--- src/rtl/pts_pkg.sv ---
`default_nettype none
package pts_pkg;

    localparam int NUM_SLOTS_DEF = 16;
    localparam int MAX_OUT       = 16;
    localparam int NOUT_W        = $clog2(MAX_OUT + 1);

    localparam logic [2:0] OP_ADD      = 3'd0;
    localparam logic [2:0] OP_REMOVE   = 3'd1;
    localparam logic [2:0] OP_CLEAR    = 3'd2;
    localparam logic [2:0] OP_TICK     = 3'd3;
    localparam logic [2:0] OP_DISPATCH = 3'd4;

    localparam logic [2:0] ST_ADDED = 3'd0;
    localparam logic [2:0] ST_FULL  = 3'd1;
    localparam logic [2:0] ST_DONE  = 3'd2;
    localparam logic [2:0] ST_RUN   = 3'd3;
    localparam logic [2:0] ST_NONE  = 3'd4;

    typedef struct packed {
        logic [2:0]  operation;
        logic [7:0]  task_tag;
        logic [31:0] start_delay;
        logic [31:0] reload_period;
        logic [3:0]  slot_index;
    } t_cmd;

    typedef struct packed {
        logic [2:0] status;
        logic [3:0] slot;
        logic [7:0] tag_out;
        logic       last;
    } t_res;

    typedef struct packed {
        logic        used;
        logic [7:0]  tag;
        logic [31:0] delay;
        logic [31:0] period;
        logic [7:0]  pending;
    } t_slot;

    typedef struct packed {
        logic [2:0] op;
        logic       idx_hit;
        logic       have;
        logic       can_emit;
    } t_ctl;

endpackage
`default_nettype wire

--- src/rtl/pts_cell.sv ---
`default_nettype none
module pts_cell (
    input  wire logic          i_clk,
    input  wire logic          i_rst_n,
    input  wire logic          i_shift,
    input  wire pts_pkg::t_slot i_slot,
    output pts_pkg::t_slot     o_slot
);
    import pts_pkg::*;

    logic  r_used;
    t_slot r_data;

    always_ff @(posedge i_clk) begin
        if (!i_rst_n) begin
            r_used <= 1'b0;
        end else if (i_shift) begin
            r_used <= i_slot.used;
        end
    end

    always_ff @(posedge i_clk) begin
        if (i_shift) begin
            r_data <= i_slot;
        end
    end

    always_comb begin
        o_slot      = r_data;
        o_slot.used = r_used;
    end
endmodule
`default_nettype wire

--- src/rtl/pts_head.sv ---
`default_nettype none
module pts_head (
    input  wire pts_pkg::t_slot i_slot,
    input  wire pts_pkg::t_cmd  i_cmd,
    input  wire pts_pkg::t_ctl  i_ctl,
    output pts_pkg::t_slot      o_slot,
    output logic                o_emit
);
    import pts_pkg::*;

    always_comb begin
        o_slot = i_slot;
        o_emit = 1'b0;
        case (i_ctl.op)
            OP_ADD: begin
                if (!i_slot.used && !i_ctl.have) begin
                    o_slot.used    = 1'b1;
                    o_slot.tag     = i_cmd.task_tag;
                    o_slot.delay   = i_cmd.start_delay;
                    o_slot.period  = i_cmd.reload_period;
                    o_slot.pending = 8'd0;
                    o_emit         = 1'b1;
                end
            end
            OP_REMOVE: begin
                if (i_ctl.idx_hit) begin
                    o_slot.used = 1'b0;
                end
            end
            OP_CLEAR: begin
                o_slot.used = 1'b0;
            end
            OP_TICK: begin
                if (i_slot.used) begin
                    if (i_slot.delay == 32'd0) begin
                        if (i_slot.pending != 8'hFF) begin
                            o_slot.pending = i_slot.pending + 8'd1;
                        end
                        o_slot.delay = i_slot.period - 32'd1;
                    end else begin
                        o_slot.delay = i_slot.delay - 32'd1;
                    end
                end
            end
            OP_DISPATCH: begin
                if (i_slot.used && i_slot.pending != 8'd0 && i_ctl.can_emit) begin
                    o_slot.pending = i_slot.pending - 8'd1;
                    o_emit         = 1'b1;
                    if (i_slot.period == 32'd0) begin
                        o_slot.used = 1'b0;
                    end
                end
            end
            default: begin
                o_slot = i_slot;
            end
        endcase
    end
endmodule
`default_nettype wire

--- src/rtl/periodic_task_scheduler_core.sv ---
// A command holds busy high from accept until its closing word is issued.
// The slot ring rotates one cell per cycle past a single update unit; a final
// state issues the closing word, on the ports in the first cycle busy is low.
// A new command is taken only while busy is low; results cannot be stalled.
// Dispatch words come one per cycle at most, the closing word marked last.
// Synchronous active-low reset frees all slots and idles the block.
`default_nettype none
module periodic_task_scheduler_core #(
    parameter int NUM_SLOTS = pts_pkg::NUM_SLOTS_DEF
) (
    input  wire logic          i_clk,
    input  wire logic          i_rst_n,
    input  wire logic          i_start,
    input  wire pts_pkg::t_cmd i_cmd,
    output logic               o_busy,
    output logic               o_valid,
    output pts_pkg::t_res      o_result
);
    import pts_pkg::*;

    localparam int CW = (NUM_SLOTS > 1) ? $clog2(NUM_SLOTS) : 1;
    localparam int MW = (CW > 4) ? CW : 4;

    logic              r_busy, n_busy;
    logic              r_fin, n_fin;
    logic              r_vld, n_vld;
    logic              r_have, n_have;
    logic [CW-1:0]     r_cnt, n_cnt;
    logic [NOUT_W-1:0] r_nout, n_nout;
    t_cmd              r_cmd, n_cmd;
    t_res              r_hold, n_hold;
    t_res              r_out, n_out;

    t_slot w_ring [NUM_SLOTS];
    t_slot w_head;
    logic  w_emit;
    logic  w_shift;
    t_ctl  w_ctl;
    t_res  w_new;

    assign w_shift = r_busy && !r_fin;

    genvar g;
    generate
        for (g = 0; g < NUM_SLOTS; g++) begin : g_cell
            if (g == NUM_SLOTS - 1) begin : g_tail
                pts_cell u_cell (
                    .i_clk  (i_clk),
                    .i_rst_n(i_rst_n),
                    .i_shift(w_shift),
                    .i_slot (w_head),
                    .o_slot (w_ring[g])
                );
            end else begin : g_mid
                pts_cell u_cell (
                    .i_clk  (i_clk),
                    .i_rst_n(i_rst_n),
                    .i_shift(w_shift),
                    .i_slot (w_ring[g+1]),
                    .o_slot (w_ring[g])
                );
            end
        end
    endgenerate

    always_comb begin
        w_ctl.op       = r_cmd.operation;
        w_ctl.idx_hit  = (MW'(r_cmd.slot_index) == MW'(r_cnt));
        w_ctl.have     = r_have;
        w_ctl.can_emit = (r_nout < NOUT_W'(MAX_OUT));
    end

    pts_head u_head (
        .i_slot(w_ring[0]),
        .i_cmd (r_cmd),
        .i_ctl (w_ctl),
        .o_slot(w_head),
        .o_emit(w_emit)
    );

    always_comb begin
        w_new.status  = (r_cmd.operation == OP_ADD) ? ST_ADDED : ST_RUN;
        w_new.slot    = 4'(r_cnt);
        w_new.tag_out = (r_cmd.operation == OP_ADD) ? 8'd0 : w_ring[0].tag;
        w_new.last    = 1'b0;
    end

    always_comb begin
        n_busy = r_busy;
        n_fin  = r_fin;
        n_vld  = 1'b0;
        n_have = r_have;
        n_cnt  = r_cnt;
        n_nout = r_nout;
        n_cmd  = r_cmd;
        n_hold = r_hold;
        n_out  = r_out;
        if (!r_busy) begin
            if (i_start) begin
                n_busy = 1'b1;
                n_fin  = 1'b0;
                n_cnt  = '0;
                n_cmd  = i_cmd;
                n_have = 1'b0;
                n_nout = '0;
            end
        end else if (!r_fin) begin
            if (r_cnt == CW'(NUM_SLOTS - 1)) begin
                n_cnt = '0;
                n_fin = 1'b1;
            end else begin
                n_cnt = r_cnt + CW'(1);
            end
            if (w_emit) begin
                if (r_have) begin
                    n_out = r_hold;
                    n_vld = 1'b1;
                end
                n_hold = w_new;
                n_have = 1'b1;
                n_nout = r_nout + NOUT_W'(1);
            end
        end else begin
            n_busy = 1'b0;
            n_fin  = 1'b0;
            n_vld  = 1'b1;
            if (r_have) begin
                n_out      = r_hold;
                n_out.last = 1'b1;
            end else begin
                case (r_cmd.operation)
                    OP_ADD:      n_out.status = ST_FULL;
                    OP_DISPATCH: n_out.status = ST_NONE;
                    default:     n_out.status = ST_DONE;
                endcase
                n_out.slot    = 4'd0;
                n_out.tag_out = 8'd0;
                n_out.last    = 1'b1;
            end
        end
    end

    always_ff @(posedge i_clk) begin
        if (!i_rst_n) begin
            r_busy <= 1'b0;
            r_fin  <= 1'b0;
            r_vld  <= 1'b0;
            r_have <= 1'b0;
            r_cnt  <= '0;
            r_nout <= '0;
        end else begin
            r_busy <= n_busy;
            r_fin  <= n_fin;
            r_vld  <= n_vld;
            r_have <= n_have;
            r_cnt  <= n_cnt;
            r_nout <= n_nout;
        end
    end

    always_ff @(posedge i_clk) begin
        r_cmd  <= n_cmd;
        r_hold <= n_hold;
        r_out  <= n_out;
    end

    assign o_busy   = r_busy;
    assign o_valid  = r_vld;
    assign o_result = r_out;
endmodule
`default_nettype wire

--- config.mk ---
export PLATFORM = sky130hd
export DESIGN_NAME = periodic_task_scheduler_core
export DESIGN_NICKNAME = d
export VERILOG_FILES = /design/src/rtl/pts_pkg.sv /design/src/rtl/pts_cell.sv /design/src/rtl/pts_head.sv /design/src/rtl/periodic_task_scheduler_core.sv
export SDC_FILE = /design/constraint.sdc
export NUM_CORES = 1
export LEC_CHECK = 0
export BUFFER_PORTS_ARGS = -buffer_cell sky130_fd_sc_hd__buf_2
export CORE_MARGIN = 3
export CORE_UTILIZATION = 30
export CTS_CLUSTER_SIZE = 28
export DETAILED_ROUTE_END_ITERATION = 10
export MAX_ROUTING_LAYER = met4
export PLACE_DENSITY = 0.49
export REMOVE_ABC_BUFFERS = 1
export SYNTH_ARGS = -nofsm -noshare
export SYNTH_HDL_FRONTEND = slang
export SYNTH_SLANG_ARGS = --single-unit
--- constraint.sdc ---
create_clock -name i_clk -period 36.1 [get_ports i_clk]
set_input_delay 9.025 -clock i_clk [delete_from_list [all_inputs] [get_ports i_clk]]
set_output_delay 9.025 -clock i_clk [all_outputs]
set_load 0.1 [all_outputs]
==> flow_metrics.py <==
metrics = {
    "min_path": {
        "hp-class": "reg -> reg",
        "whs_path_depth": 0,
        "whs_endpoint": "g_cell[11].g_mid.u_cell.o_slot[51]",
        "min-delay-start": "g_cell[12].g_mid.u_cell.o_slot[51]",
    },
    "sta": {
        "finalHoldViolCount": 0,
        "period_needed_ps": 10620,
        "rsz0062_at_grt": "no",
        "slew_viol_final": 0,
        "slew_headroom_pct": 22.4,
        "max_freq_mhz": 94.2,
        "timing.final.crit_share_pct": 29.4,
        "max_slew.worst_pin.slew_ps": 1160,
        "setup_tns_ps": 0,
        "final-setup-viol-count": 0,
        "skew_ps": 26.4,
    },
    "drt": {
        "via_per_inst": 4.34,
        "ant_nets": 0,
        "drc_errors": 0,
        "drt_iter0_markers": 2185,
        "first_pass_iters": 6,
        "drt-total-wl_mm": 78.1,
        "via_count": 19427,
        "avgRoutedWirePerCell_um": 17.4,
    },
    "yosys": {
        "synth.distinct_cells": 65,
        "synth_compound_area_share_pct": 2.63,
        "synth.largest_area_cell": "edfxtp_1",
        "synthAdderAreaFrac_pct": 0.163,
        "synth_top_family_by_area": "simple AND/OR/NAND/NOR gates",
        "synth_cells": 2114,
        "synth-edff-count": 1388,
        "syn-cell-area_mm2": 0.0461,
        "avgSynthCellArea_um2": 21.8,
        "synth_top_area_share_pct": 90.5,
        "synthMuxAreaShare_pct": 0.337,
        "synthXorXnorAreaFrac_pct": 0.437,
        "synth-simple-area-share_pct": 4.24,
        "async_reset_ff_share_pct": 0,
        "synth_warnings": 0,
        "synth_area_leaders": "edfxtp_1, nand2_1, dfxtp_1, nor2_1, o21ai_0",
        "synth-seq-area-share_pct": 91.8,
        "ys_seq_elements": 1417,
        "synth_ff_type": "edfxtp_1",
    },
    "floorplan": {
        "rows": 143,
        "chipHeight_um": 398,
        "num_io_pins": 100,
        "dieArea_mm2": 0.158,
        "core_area_mm2": 0.152,
        "initial_core_util_pct": 30.2,
        "die_w_um": 398,
    },
    "global_route": {
        "grt_overflow": 0,
        "antenna_found_initial": 4,
        "track_usage_pct": 10.1,
        "grt_pass1_vias": 19580,
        "grt_pass1_wl_mm": 118,
        "grt_max_degree": 201,
    },
    "critical_path": {
        "slowest_stage": "buf_2",
        "crit_fanout": 5,
        "r2r_cells": 6,
        "cp-start-kind": "flip-flop",
        "path_cells": "buf_2",
        "arrival_ps": 1590,
        "end_kind": "output port",
        "path_class": "reg -> out",
        "max_stage_delay_ps": 450,
        "path_buf_inv": 1,
        "timing.rr.end": "g_cell[6].g_mid.u_cell.o_slot[32]",
        "cp_top_family": "buffers and inverters",
        "reg2reg_from": "r_fin",
        "r2r_setup_slack_ps": 31410,
        "cp.required_ps": 27070,
    },
    "cts": {
        "cts.sinks": 1417,
        "cts_buffers": 141,
        "clock_latency_ps": 740,
        "clockBufferDepth": 3,
        "cts_tree": "built",
        "cts_resized": 0,
        "cts_root_buffer": "clkbuf_16",
        "cts_max_level": 4,
        "clk_pin_slew_worst_paths_ps": 60,
        "post_cts_buffers": 0,
        "ctsHoldBuffers": 0,
    },
    "placed_design": {
        "io_buffers": 99,
        "gp_congestion": 0.827,
        "dpl-instance-area_mm2": 0.0492,
        "placedCellCount": 4225,
        "hpwl_mm": 44.6,
    },
    "run": {
        "maxCapViolCount": 0,
    },
    "cells_and_area": {
        "layout.cells.non_filler": 4479,
        "area_growth_pct": 16.3,
        "fin_util_pct": 35.2,
        "drive_gt1_share_pct": 13.4,
        "nNetsFinal": 2426,
        "post-route-cell-area_mm2": 0.0536,
    },
    "pwr": {
        "powerDensity_mw_per_mm2": 64.3,
        "power.leakage_nw": 17.4,
        "ir_drop_mv": 0.0470,
    },
    "status": {
        "outcome": "complete, no violations",
    },
}
flip-flops by register name (all words and copies together), names as in the netlist:
signal / flops
o_result: 16
g_cell.g_mid.u_cell.o_slot: 1200
r_cnt: 4
g_cell.g_tail.u_cell.r_used: 1
r_have: 1
g_cell.g_tail.u_cell.o_slot: 80
g_cell.g_mid.u_cell.r_used: 15
o_busy: 1
r_nout: 5
r_hold: 13
r_fin: 1
o_valid: 1
r_cmd: 79
layout by cell type (no fill, tap or decap), drive strengths merged, types with 8 or more instances in the layout:
| cell | netlist | layout |
|---|---|---|
| edfxtp | 1388 | 1388 |
| nand2 | 195 | 195 |
| clkbuf | 34 | 182 |
| buf | 7 | 122 |
| nor2 | 63 | 63 |
| clkinv | 0 | 51 |
| o21ai | 47 | 47 |
| a21oi | 42 | 42 |
| nor3 | 30 | 30 |
| dfxtp | 29 | 29 |
| and2 | 28 | 28 |
| nand3 | 26 | 26 |
| a21boi | 21 | 21 |
| a22oi | 18 | 18 |
| inv | 11 | 18 |
| xnor2 | 14 | 14 |
| nor4 | 14 | 14 |
| mux2i | 11 | 11 |
| and3 | 9 | 9 |
| xor2 | 9 | 9 |
| nand4 | 8 | 8 |
| a221o | 8 | 8 |
| nor2b | 8 | 8 |
| bufinv | 0 | 8 |
metal layers:
metal  GRT usage (%)  vias to the layer above  routed length [µm]
li1                -                     8775                   -
met5               -                        -                   0
met1            14.0                     9902               37400
met3            2.18                      214                3560
met4            5.11                        0                3080
met2            14.0                      536               34000
where the power goes:
part           internal, mW  switching, mW
Clock                 0.799          0.598
Sequential             1.93         0.0349
Combinational        0.0152         0.0689
cells in the mapped netlist, types with 7 or more instances:
library cell	instances
a21boi_0	20
a21oi_1	42
a221o_1	8
a22oi_1	18
a31oi_1	7
and2_1	28
and3_1	9
clkbuf_1	34
dfxtp_1	29
edfxtp_1	1388
inv_1	11
mux2i_1	11
nand2_1	195
nand3_1	26
nand4_1	8
nor2_1	62
nor2b_1	8
nor3_1	30
nor4_1	13
o21ai_0	46
xnor2_1	14
xor2_1	9
metrics by stage:
step	worst slack [ps]	hold slack [ps]	total power, mW
after floorplan	3100	400	2.15
after CTS	25380	403	3.51
after global routing	25380	407	3.59
after global placement	25210	400	2.08
after detailed placement	25110	405	2.09
final	25480	403	3.45
kinds of logic after synthesis:
logic type / count (synthesis)
buffers and inverters: 52
adders and majority gates: 6
DFF: 1417
AOI/OAI and AO/OA: 184
xor gates and xnor gates: 23
and+or+nand+nor: 417
muxes: 15
final cells by class:
class | count | area (µm²)
Fill cell | 14016 | 98700
Sequential cell | 1417 | 42300
Clock buffer | 182 | 3770
Multi-Input combinational cell | 645 | 3610
Tap cell | 2030 | 2540
Timing Repair Buffer | 122 | 693
Clock inverter | 69 | 646
Inverter | 11 | 51.3
Antenna cell | 3 | 7.51
worst max path at each step:
stage	startpoint	to	slack, ps	depth (start not counted)
floorplan	o_busy	r_nout[4]	3100	8
global placement	i_start	r_cmd[33]	25210	4
detailed placement	i_start	r_cmd[62]	25110	4
CTS	o_busy	o_busy	25380	1
global route	o_busy	o_busy	25380	1
finish	o_busy	o_busy	25480	1
(Power assumes the default switching activity.)
